[config.mk]
export PLATFORM = sky130hd
export DESIGN_NAME = serial_utf8_char_assembler_flat
export DESIGN_NICKNAME = d
export VERILOG_FILES = /design/src/sua_pkg.sv /design/src/sua_bit_if.sv /design/src/sua_char_if.sv /design/src/serial_utf8_char_assembler.sv /design/src/sua_out_skid.sv /design/src/flat_wrapper.sv
export SDC_FILE = /design/constraint.sdc
export NUM_CORES = 1
export LEC_CHECK = 0
export BUFFER_PORTS_ARGS = -buffer_cell sky130_fd_sc_hd__buf_4
export CAP_MARGIN = 20
export CORE_MARGIN = 2
export CORE_UTILIZATION = 35
export CTS_CLUSTER_SIZE = 25
export DETAILED_ROUTE_END_ITERATION = 10
export SKIP_CTS_REPAIR_TIMING = 1
export SKIP_LAST_GASP = 1
export SLEW_MARGIN = 20
export SYNTH_ARGS = -nofsm -noshare
export SYNTH_HDL_FRONTEND = slang
export SYNTH_SLANG_ARGS = --single-unit
[constraint.sdc]
create_clock -name clk -period 7.9 [get_ports clk]
set_input_delay 1.58 -clock clk [delete_from_list [all_inputs] [get_ports clk]]
set_output_delay 1.58 -clock clk [all_outputs]
set_load 0.05 [all_outputs]
[src/sua_pkg.sv]
package sua_pkg;

  localparam int MAX_SEQ_BYTES = 4;
  localparam int SENDER_W      = 22;
  localparam int BITS_PER_BYTE = 8;

  localparam logic [7:0] LEAD2_MIN = 8'd192;
  localparam logic [7:0] LEAD3_MIN = 8'd224;
  localparam logic [7:0] LEAD4_MIN = 8'd240;

  typedef logic [7:0]          byte_t;
  typedef logic [2:0]          len_t;
  typedef logic [SENDER_W-1:0] sender_t;

  typedef struct packed {
    byte_t byte_first;
    byte_t byte_second;
    byte_t byte_third;
    byte_t byte_fourth;
    len_t  char_length;
  } char_t;

  // Sequence length implied by the lead byte of a character.
  function automatic len_t lead_length(input byte_t b);
    len_t len;
    if (b < LEAD2_MIN) begin
      len = 3'd1;
    end else if (b < LEAD3_MIN) begin
      len = 3'd2;
    end else if (b < LEAD4_MIN) begin
      len = 3'd3;
    end else begin
      len = 3'd4;
    end
    return len;
  endfunction

endpackage

[src/sua_bit_if.sv]
interface sua_bit_if;
  import sua_pkg::*;

  logic    valid;
  logic    ready;
  logic    bit_value;
  sender_t sender_id;

  modport source (output valid, output bit_value, output sender_id, input ready);
  modport sink   (input valid, input bit_value, input sender_id, output ready);
endinterface

[src/sua_char_if.sv]
interface sua_char_if;
  import sua_pkg::*;

  logic  valid;
  logic  ready;
  byte_t byte_first;
  byte_t byte_second;
  byte_t byte_third;
  byte_t byte_fourth;
  len_t  char_length;

  modport source (
    output valid, output byte_first, output byte_second, output byte_third,
    output byte_fourth, output char_length, input ready
  );
  modport sink (
    input valid, input byte_first, input byte_second, input byte_third,
    input byte_fourth, input char_length, output ready
  );
endinterface

[src/serial_utf8_char_assembler.sv]
// Serial UTF-8 character assembler.
// bit_stream carries one received bit per request together with the id of
// its sender; bits are shifted in most significant first, eight to a byte.
// The lead byte of a character sets its length (one to four bytes), and once
// all bytes are in, char_stream carries one request with the bytes and the
// length; unused byte slots are zero. A lone null byte produces nothing.
// A change of sender id drops the partial byte and the partial character.
// A bit request is taken in every cycle unless the skid stage is full; a
// finished character goes into the output stage. Throughput is one bit per
// cycle while the skid stage is empty, set by the single state update per bit.
// When the receiver stalls, a skid stage holds one more character and
// bit_stream keeps accepting; ready drops only while that stage is full.
// Synchronous reset clears the partial byte, partial character, current
// sender and both output stages; no reset pass is needed.
module serial_utf8_char_assembler (
  input  logic       clk,
  input  logic       rst,
  sua_bit_if.sink    bit_stream,
  sua_char_if.source char_stream
);
  import sua_pkg::*;

  logic    [7:0] shift_byte;
  logic    [2:0] bit_count;
  sender_t       current_sender;
  byte_t         char_bytes [MAX_SEQ_BYTES];
  len_t          byte_index;
  len_t          expected_length;
  logic          sequence_started;

  logic    [7:0] shift_byte_next;
  logic    [2:0] bit_count_next;
  byte_t         char_bytes_next [MAX_SEQ_BYTES];
  len_t          byte_index_next;
  len_t          expected_length_next;
  logic          sequence_started_next;

  logic    accept;
  logic    push_ready;
  logic    push;
  char_t   push_data;

  logic    sender_change;
  logic    [7:0] sb_cur;
  logic    [2:0] bc_cur;
  byte_t   cb_cur [MAX_SEQ_BYTES];
  len_t    idx_cur;
  len_t    exp_cur;
  logic    started_cur;
  byte_t   new_byte;
  logic    byte_done;
  len_t    exp_eff;
  logic    do_store;
  byte_t   cb_upd [MAX_SEQ_BYTES];
  len_t    idx_upd;
  logic    char_done;
  logic    lone_null;

  assign accept           = bit_stream.valid && push_ready;
  assign bit_stream.ready = push_ready;

  // Zero means no sender has been seen yet; the first id is simply taken.
  assign sender_change = (current_sender != '0) && (current_sender != bit_stream.sender_id);

  always_comb begin
    sb_cur      = sender_change ? '0 : shift_byte;
    bc_cur      = sender_change ? '0 : bit_count;
    idx_cur     = sender_change ? '0 : byte_index;
    exp_cur     = sender_change ? '0 : expected_length;
    started_cur = sender_change ? 1'b0 : sequence_started;
    for (int k = 0; k < MAX_SEQ_BYTES; k++) begin
      cb_cur[k] = sender_change ? '0 : char_bytes[k];
    end

    new_byte  = {sb_cur[6:0], bit_stream.bit_value};
    byte_done = (bc_cur == 3'(BITS_PER_BYTE - 1));
    exp_eff   = started_cur ? exp_cur : lead_length(new_byte);
    do_store  = idx_cur < exp_eff;
    for (int k = 0; k < MAX_SEQ_BYTES; k++) begin
      cb_upd[k] = (do_store && idx_cur == 3'(k)) ? new_byte : cb_cur[k];
    end
    idx_upd   = do_store ? idx_cur + 3'd1 : idx_cur;
    char_done = byte_done && (idx_upd >= exp_eff);
    lone_null = (exp_eff == 3'd1) && (cb_upd[0] == '0);

    shift_byte_next       = byte_done ? '0 : new_byte;
    bit_count_next        = byte_done ? '0 : bc_cur + 3'd1;
    byte_index_next       = idx_cur;
    expected_length_next  = exp_cur;
    sequence_started_next = started_cur;
    for (int k = 0; k < MAX_SEQ_BYTES; k++) begin
      char_bytes_next[k] = cb_cur[k];
    end
    if (char_done) begin
      byte_index_next       = '0;
      expected_length_next  = '0;
      sequence_started_next = 1'b0;
      for (int k = 0; k < MAX_SEQ_BYTES; k++) begin
        char_bytes_next[k] = '0;
      end
    end else if (byte_done) begin
      byte_index_next       = idx_upd;
      expected_length_next  = exp_eff;
      sequence_started_next = 1'b1;
      for (int k = 0; k < MAX_SEQ_BYTES; k++) begin
        char_bytes_next[k] = cb_upd[k];
      end
    end

    push                  = accept && char_done && !lone_null;
    push_data.byte_first  = cb_upd[0];
    push_data.byte_second = cb_upd[1];
    push_data.byte_third  = cb_upd[2];
    push_data.byte_fourth = cb_upd[3];
    push_data.char_length = exp_eff;
  end

  always_ff @(posedge clk) begin
    if (rst) begin
      shift_byte       <= '0;
      bit_count        <= '0;
      current_sender   <= '0;
      byte_index       <= '0;
      expected_length  <= '0;
      sequence_started <= 1'b0;
      for (int k = 0; k < MAX_SEQ_BYTES; k++) begin
        char_bytes[k] <= '0;
      end
    end else if (accept) begin
      shift_byte       <= shift_byte_next;
      bit_count        <= bit_count_next;
      current_sender   <= bit_stream.sender_id;
      byte_index       <= byte_index_next;
      expected_length  <= expected_length_next;
      sequence_started <= sequence_started_next;
      for (int k = 0; k < MAX_SEQ_BYTES; k++) begin
        char_bytes[k] <= char_bytes_next[k];
      end
    end
  end

  sua_out_skid u_out_skid (
    .clk         (clk),
    .rst         (rst),
    .push        (push),
    .push_data   (push_data),
    .push_ready  (push_ready),
    .char_stream (char_stream)
  );

endmodule

[src/sua_out_skid.sv]
module sua_out_skid (
  input  logic           clk,
  input  logic           rst,
  input  logic           push,
  input  sua_pkg::char_t push_data,
  output logic           push_ready,
  sua_char_if.source     char_stream
);
  import sua_pkg::*;

  logic  out_valid;
  char_t out_data;
  logic  skid_valid;
  char_t skid_data;

  // The skid stage catches one request while the receiver stalls.
  assign push_ready = !skid_valid;

  always_ff @(posedge clk) begin
    if (rst) begin
      out_valid  <= 1'b0;
      skid_valid <= 1'b0;
    end else if (!out_valid || char_stream.ready) begin
      if (skid_valid) begin
        out_valid  <= 1'b1;
        out_data   <= skid_data;
        skid_valid <= 1'b0;
      end else begin
        out_valid <= push;
        out_data  <= push_data;
      end
    end else if (push) begin
      skid_valid <= 1'b1;
      skid_data  <= push_data;
    end
  end

  assign char_stream.valid       = out_valid;
  assign char_stream.byte_first  = out_data.byte_first;
  assign char_stream.byte_second = out_data.byte_second;
  assign char_stream.byte_third  = out_data.byte_third;
  assign char_stream.byte_fourth = out_data.byte_fourth;
  assign char_stream.char_length = out_data.char_length;

endmodule

[src/flat_wrapper.sv]
// flat-port wrapper written by rule: the top's interface ports become plain ports
module serial_utf8_char_assembler_flat import sua_pkg::*;
  (clk, rst, bit_stream_valid, bit_stream_bit_value, bit_stream_sender_id, bit_stream_ready, char_stream_valid, char_stream_byte_first, char_stream_byte_second, char_stream_byte_third, char_stream_byte_fourth, char_stream_char_length, char_stream_ready);
  sua_bit_if bit_stream_i ();
  sua_char_if char_stream_i ();
  input  logic clk;
  input  logic rst;
  input wire logic [$bits(bit_stream_i.valid)-1:0] bit_stream_valid;
  input wire logic [$bits(bit_stream_i.bit_value)-1:0] bit_stream_bit_value;
  input wire logic [$bits(bit_stream_i.sender_id)-1:0] bit_stream_sender_id;
  output wire logic [$bits(bit_stream_i.ready)-1:0] bit_stream_ready;
  output wire logic [$bits(char_stream_i.valid)-1:0] char_stream_valid;
  output wire logic [$bits(char_stream_i.byte_first)-1:0] char_stream_byte_first;
  output wire logic [$bits(char_stream_i.byte_second)-1:0] char_stream_byte_second;
  output wire logic [$bits(char_stream_i.byte_third)-1:0] char_stream_byte_third;
  output wire logic [$bits(char_stream_i.byte_fourth)-1:0] char_stream_byte_fourth;
  output wire logic [$bits(char_stream_i.char_length)-1:0] char_stream_char_length;
  input wire logic [$bits(char_stream_i.ready)-1:0] char_stream_ready;
  assign bit_stream_i.valid = bit_stream_valid;
  assign bit_stream_i.bit_value = bit_stream_bit_value;
  assign bit_stream_i.sender_id = bit_stream_sender_id;
  assign bit_stream_ready = bit_stream_i.ready;
  assign char_stream_valid = char_stream_i.valid;
  assign char_stream_byte_first = char_stream_i.byte_first;
  assign char_stream_byte_second = char_stream_i.byte_second;
  assign char_stream_byte_third = char_stream_i.byte_third;
  assign char_stream_byte_fourth = char_stream_i.byte_fourth;
  assign char_stream_char_length = char_stream_i.char_length;
  assign char_stream_i.ready = char_stream_ready;
  serial_utf8_char_assembler u_core (.clk(clk), .rst(rst), .bit_stream(bit_stream_i), .char_stream(char_stream_i));
endmodule
==> impl_metrics.ini, run 1 <==
[critical_path]
reg2reg_setup_slack_ps = 1640
worstSetupStartpointType = primary input
worst-path-max-fanout = 35
path_cells = buf_4, xnor2_1, nand4_1, nor4_2, a21o_2, and2_1, ha_1, nor2_1, nor2_1, and2_1, a2bb2oi_4, nand2_2, or2_2, a22o_1, ha_1, a21oi_1, nor2b_1, o21ai_0, a2111oi_0, a31oi_1, nor3_4, buf_4
reg2reg_from = u_core.current_sender[18]$_SDFFE_PP0P_
rr_endpoint = u_core.u_out_skid.skid_data[5]$_DFFE_PP_
critPathRequiredTime_ps = 7960
end_kind = flip-flop
arrival_ps = 7220
max_stage_delay_ps = 590
reg2reg_depth = 21
cp_slowest_cell = nor4_2
worstSetupPathType = primary input to flip-flop

[drt]
vias = 4812
via_per_inst = 4.95
ant_nets = 0
drtIter0Drc = 204
drt-total-wl_mm = 15.9
wl_per_cell_um = 16.3
dr.pass1.iters = 4
drc = 0

[place]
place_congestion = 0.917
place_ws_ps = 354
dp_hpwl_mm = 10.5
place.port_buffers = 63

[global_routing]
grt_use_total_pct = 15.9
grt_pass1_vias = 4759
grt_max_degree = 39
antenna_found_initial = 0
overflow = 0
grt_pass1_wl_mm = 25.1

[clock_network]
htreeDepth = 4
cts.reportedPaths.clkPinSlew_ps = 60
cts.sinks = 143
clk_latency_ps = 420
cts_tree = built
clockRootBuffer = clkbuf_16
cts_made_buffers = 17
cts.path.max_buffers = 2

[final_layout]
syn_to_final_growth_pct = 18.9
fin_util_pct = 42.3
final_common_cell = nand2_1
diodes = 0
drive_above_1_share_pct = 18.5
layout_common_cells = 107 x nand2_1, 102 x edfxtp_1, 71 x buf_4
finalNetCount = 733

[power_and_ir_drop]
ir_drop_v = 0.000139
pwr-share-clk_pct = 45.8
swShare_pct = 22.5
pwr-share-seq_pct = 47.7
comb_power_share_pct = 6.5
p_switching_uw = 393
powerDensity_nw_per_um2 = 212
internal_power_mw = 1.35
p_leak_nw = 3.04

[synth]
async_reset_ff_share_pct = 0
yosysUniqueCellTypes = 56
avgSynthCellArea_um2 = 10.8
syn-cell-area_um2 = 6930
synth_edf_count = 102
synth-main-ff-cell = edfxtp_1
ys_seq_elements = 143
yosysWarnings = 0
ys_seq_area_share_pct = 56.0
syn-num-nets = 681
synthCells = 643

[status]
status = finished clean

[min_path]
hold_depth = 2
hp-start = u_core.bit_count[1]$_SDFFE_PP0P_
min_to = u_core.bit_count[1]$_SDFFE_PP0P_
hold_path_class = flip-flop to flip-flop

[sta]
slew_viol_final = 0
fmax_mhz = 140
setup-tns-final_ps = 0
tightest_slew_ps = 970
setup_viol = 0
hold_viol = 0
setup_ws_ps = 734
max_slew_margin_pct = 35.2
min_period_ps = 7170
fin_worst_skew_ps = 6.32
post-route-period-util_pct = 90.7
rsz0062_at_grt = no

[floorplanning]
dieArea_um2 = 20900
die_y_um = 145
rows = 51
ios = 64
die_x_um = 145
start_util_pct = 35.6
coreArea_um2 = 19500

[flow_run]
drv_cap = 0
## synth_stat cells, types with 5 or more instances
| master | number | area [um2] |
|---|---|---|
| mux2i_1 | 58 | 581 |
| mux2_2 | 7 | 78.8 |
| and2_1 | 10 | 62.6 |
| a21oi_1 | 36 | 180 |
| a31oi_1 | 5 | 31.3 |
| xnor2_1 | 20 | 175 |
| edfxtp_1 | 102 | 3060 |
| clkbuf_1 | 26 | 97.6 |
| ha_1 | 11 | 138 |
| nand3_1 | 12 | 60.1 |
| nor4_1 | 8 | 50.1 |
| buf_2 | 9 | 45.0 |
| nand4_1 | 7 | 43.8 |
| nor3_1 | 6 | 30.0 |
| o21ai_0 | 40 | 200 |
| nor2_1 | 70 | 263 |
| nand2_1 | 108 | 405 |
| dfxtp_1 | 41 | 821 |
| inv_1 | 10 | 37.5 |
## cell families (layout without fill, tap and decap cells)
family          count (synthesis)  after routing  share of synthesized area [%]
simple gates                  240            240                           15.5
flops                         143            143                           56.0
compound gates                110            110                           10.3
mux                            67             67                           9.95
buf+inv                        50            114                           3.41
xor+xnor                       22             22                           2.78
fa+ha+maj                      11             11                           1.99
## state kept, by name (all words and copies together), names as in the netlist, 7 cells and up
name and cells:
u_core.u_out_skid.skid_data 35, u_core.char_bytes 32, u_core.current_sender 22, u_core.u_out_skid.char_stream.byte_first 8, u_core.u_out_skid.char_stream.byte_fourth 8, u_core.u_out_skid.char_stream.byte_second 8
u_core.u_out_skid.char_stream.byte_third 8, u_core.shift_byte 7
## power groups by stage
stage                     clock [mW]  sequential, mW  combinational (mW)
final                          0.800           0.833               0.114
after detailed placement           0           0.849               0.114
after floorplan                    0           0.870              0.0508
after CTS                      0.815           0.833               0.114
after global routing           0.845           0.836               0.123
after global placement             0           0.848               0.112
## critical path, delay by kind of cell
| kind | cells | cell delay (ps) |
|---|---|---|
| AOI/OAI and AO/OA | 7 | 1860 |
| adders and majority gates | 2 | 630 |
| xor gates and xnor gates | 1 | 210 |
| and+or+nand+nor | 10 | 2340 |
| buffers and inverters | 2 | 580 |
## worst max path at each step
stage | startpoint | to | slack [ps] | cells past startpoint
global placement | bit_stream_sender_id[18] | u_core.u_out_skid.skid_data[12]$_DFFE_PP_ | 650 | 22
CTS | bit_stream_sender_id[18] | u_core.u_out_skid.skid_data[13]$_DFFE_PP_ | 800 | 22
detailed placement | bit_stream_sender_id[18] | u_core.u_out_skid.skid_data[25]$_DFFE_PP_ | 350 | 22
finish | bit_stream_sender_id[18] | u_core.u_out_skid.skid_data[5]$_DFFE_PP_ | 730 | 22
floorplan | bit_stream_sender_id[1] | u_core.u_out_skid.skid_data[0]$_DFFE_PP_ | 500 | 21
global route | bit_stream_sender_id[18] | u_core.u_out_skid.skid_data[9]$_DFFE_PP_ | 390 | 22
## metrics by stage
step | cells | hold slack [ps] | area, um2 | power, mW
final | 972 | 451 | 8240 | 1.75
after global placement | 940 | 439 | 7630 | 0.960
after detailed placement | 940 | 445 | 7630 | 0.963
after CTS | 971 | 457 | 8210 | 1.76
after global routing | 972 | 476 | 8240 | 1.80
after floorplan | 643 | 417 | 6930 | 0.921
## routing by layer
layer  GRT usage (%)  part of all wire, %
met5               0                    0
met4            5.77                  1.8
met3            4.08                  5.3
met2            27.0                   49
met1            19.5                   44
## area by class of cell
class	instances	area (um2)
clock buffers	20	437
clock inverters	11	141
fillers	1844	11200
inverters	11	41.3
multi-input cells	450	2840
flip-flops and latches	143	3880
well taps	265	332
repair buffers	72	561
Note: power is estimated with default switching activity, not from simulation.
==> run 2, diff against run 1 <==
SYNTH_HIERARCHICAL = 1   (was default)
==> impl_metrics.ini, run 2 <==
[power_and_ir_drop]
p_leak_nw = 3.13
ir_drop_v = 0.000168
powerDensity_nw_per_um2 = 215
power.total_mw = 1.74

[synth]
synth-xor-area-share_pct = 2.81
synth_top_family_by_area = compound AO/OA/AOI/OAI gates
synth_fa_ha_area_share_pct = 2.19
async_reset_ff_share_pct = 0
yosysUniqueCellTypes = 56
synth.most_common_cell = edfxtp_1
syn-cell-area_um2 = 6850
synth-compound-area-share_pct = 12.1
synth_top_area_share_pct = 44.7
yosysWarnings = 6
ys_top_cells_by_area = edfxtp_1 45%, dfxtp_1 12%, mux2_4 6.1%
ys_seq_area_share_pct = 56.7
synth-simple-area-share_pct = 10.8
synth-main-ff-cell = edfxtp_1
ys_seq_elements = 143
synth_top_cell_by_area = edfxtp_1
synth_edf_count = 102
syn-num-nets = 599
synthCells = 560
avgSynthCellArea_um2 = 12.2
yosys-mux-area-fraction_pct = 11.7
synthTopCellsByCount = 102 x edfxtp_1, 73 x nand2_1, 48 x nor2_1

[global_routing]
grt_pass1_wl_mm = 22.8
grt_pass1_vias = 4418
overflow = 0
grt_use_total_pct = 14.3
antenna_found_initial = 0
grt_max_degree = 39

[critical_path]
worst-path-max-fanout = 11
critPathRequiredTime_ps = 8180
cp_top_family = compound AO/OA/AOI/OAI gates
arrival_ps = 6940
max_stage_delay_ps = 580
reg2reg_setup_slack_ps = 2170
path_cells = buf_4, xor2_1, nor4_1, nand4_1, o22ai_1, nand2_1, inv_1, ha_1, a21oi_4, a21boi_0, o221ai_1, ha_1, nand2b_1, a21o_1, a211oi_1, buf_4, and2_1, nand2_1, nor2_1, a22o_1
end_kind = flip-flop
cp_slowest_cell = a21boi_0
reg2reg_depth = 19
path_depth = 20
crit_buf_inv = 3
worstSetupPathType = primary input to flip-flop
worstSetupStartpointType = primary input

[sta]
max_slew_margin_pct = 23.3
tightest_slew_ps = 1150
setup_viol = 0
fin_worst_skew_ps = 8.55
hold_viol = 0
rsz0062_at_grt = no
fmax_mhz = 150
setup-tns-final_ps = 0
min_period_ps = 6660
slew_viol_final = 0
setup_ws_ps = 1240
post-route-period-util_pct = 84.3

[final_layout]
layout_common_cells = 102 x edfxtp_1, 73 x nand2_1, 69 x buf_4
multi_input_area_um2 = 2730
syn_to_final_growth_pct = 18.3
finalNetCount = 656
diodes = 0
design_area_um2 = 8110
final_common_cell = edfxtp_1
largestRegisters = u_core/u_out_skid/skid_data x35, u_core/char_bytes x32, u_core/current_sender x22
ff_latch_area_um2 = 3880
drive_above_1_share_pct = 24.0
largest_reg_flops = 35
top_register = u_core/u_out_skid/skid_data
num-fill-cells = 1819

[floorplanning]
dieArea_um2 = 20700
coreArea_um2 = 19300
rows = 51
ios = 64
die_y_um = 144
die_x_um = 144
start_util_pct = 35.4

[drt]
via_per_inst = 5.12
drtIter0Drc = 287
dr.pass1.iters = 5
vias = 4582
drc = 0
drt-total-wl_mm = 14.6
ant_nets = 0
wl_per_cell_um = 16.3

[clock_network]
clk_latency_ps = 420
cts.reportedPaths.clkPinSlew_ps = 60
clockRootBuffer = clkbuf_16
htreeDepth = 4
cts_tree = built
cts_made_buffers = 17
cts.sinks = 143
cts.path.max_buffers = 2

[place]
placed_area_um2 = 7520
place_ws_ps = 905
dp_hpwl_mm = 9.84
place.port_buffers = 63
place_congestion = 0.887

[min_path]
hold_path_class = flip-flop to flip-flop
hold_depth = 2

[flow_run]
drv_cap = 0

[status]
status = finished clean
[run 2: final cells by class]
cell class,instances,area share [%]
Clock buffer,20,5.38
Clock inverter,12,1.94
Inverter,13,0.602
Multi-Input combinational cell,373,33.7
Sequential cell,143,47.9
Tap cell,265,4.09
Timing Repair Buffer,69,6.39
[run 2: kinds of logic (layout without fill, tap and decap cells)]
group / count (synthesis) / count (layout)
AO/OA/AOI/OAI: 106 / 106
multiplexers: 65 / 65
flip-flops: 143 / 143
AND/OR/NAND/NOR: 168 / 168
XOR/XNOR: 22 / 22
buffers and inverters: 44 / 114
adder cells (fa/ha/maj): 12 / 12
[run 2: final timing paths]
check | from | to
setup / recovery | bit_stream_sender_id[11] | u_core/char_bytes[1][6]$_SDFFCE_PP0P_
hold / removal | u_core/bit_count[1]$_SDFFE_PP0P_ | u_core/bit_count[1]$_SDFFE_PP0P_
setup reg to reg | u_core/current_sender[11]$_SDFFE_PP0P_ | u_core/char_bytes[1][6]$_SDFFCE_PP0P_
hold reg to reg | u_core/bit_count[1]$_SDFFE_PP0P_ | u_core/bit_count[1]$_SDFFE_PP0P_
[run 2: per-stage QoR]
step                hold WS, ps  instances  utilization (%)
global placement            437        863             38.9
CTS                         460        895             41.9
global route                482        895             41.9
detailed placement          453        863             38.9
floorplan                   428        560                -
finish                      456        895             41.9
[run 2: worst register-to-register path, delay by kind of cell (launching register included)]
family / cells / cell delay [ps]
AOI/OAI and AO/OA: 7 / 2350
xor gates and xnor gates: 1 / 190
adders and majority gates: 2 / 610
buffers and inverters: 2 / 320
DFF: 1 / 330
and+or+nand+nor: 7 / 1800
[run 2: per-layer routing]
layer	vias up	routed length, um	global-route usage, %
met5	-	0	0
met4	0	359	6.19
met3	24	718	3.90
met2	128	6820	23.1
met1	2250	6680	18.1
li1	2180	-	-
[run 2: where the power goes]
group / total [mW] / switching, mW / internal [mW]
clock network: 0.803 / 0.305 / 0.499
registers: 0.833 / 0.0134 / 0.820
logic: 0.105 / 0.0694 / 0.0358
total: 1.74 / 0.387 / 1.35
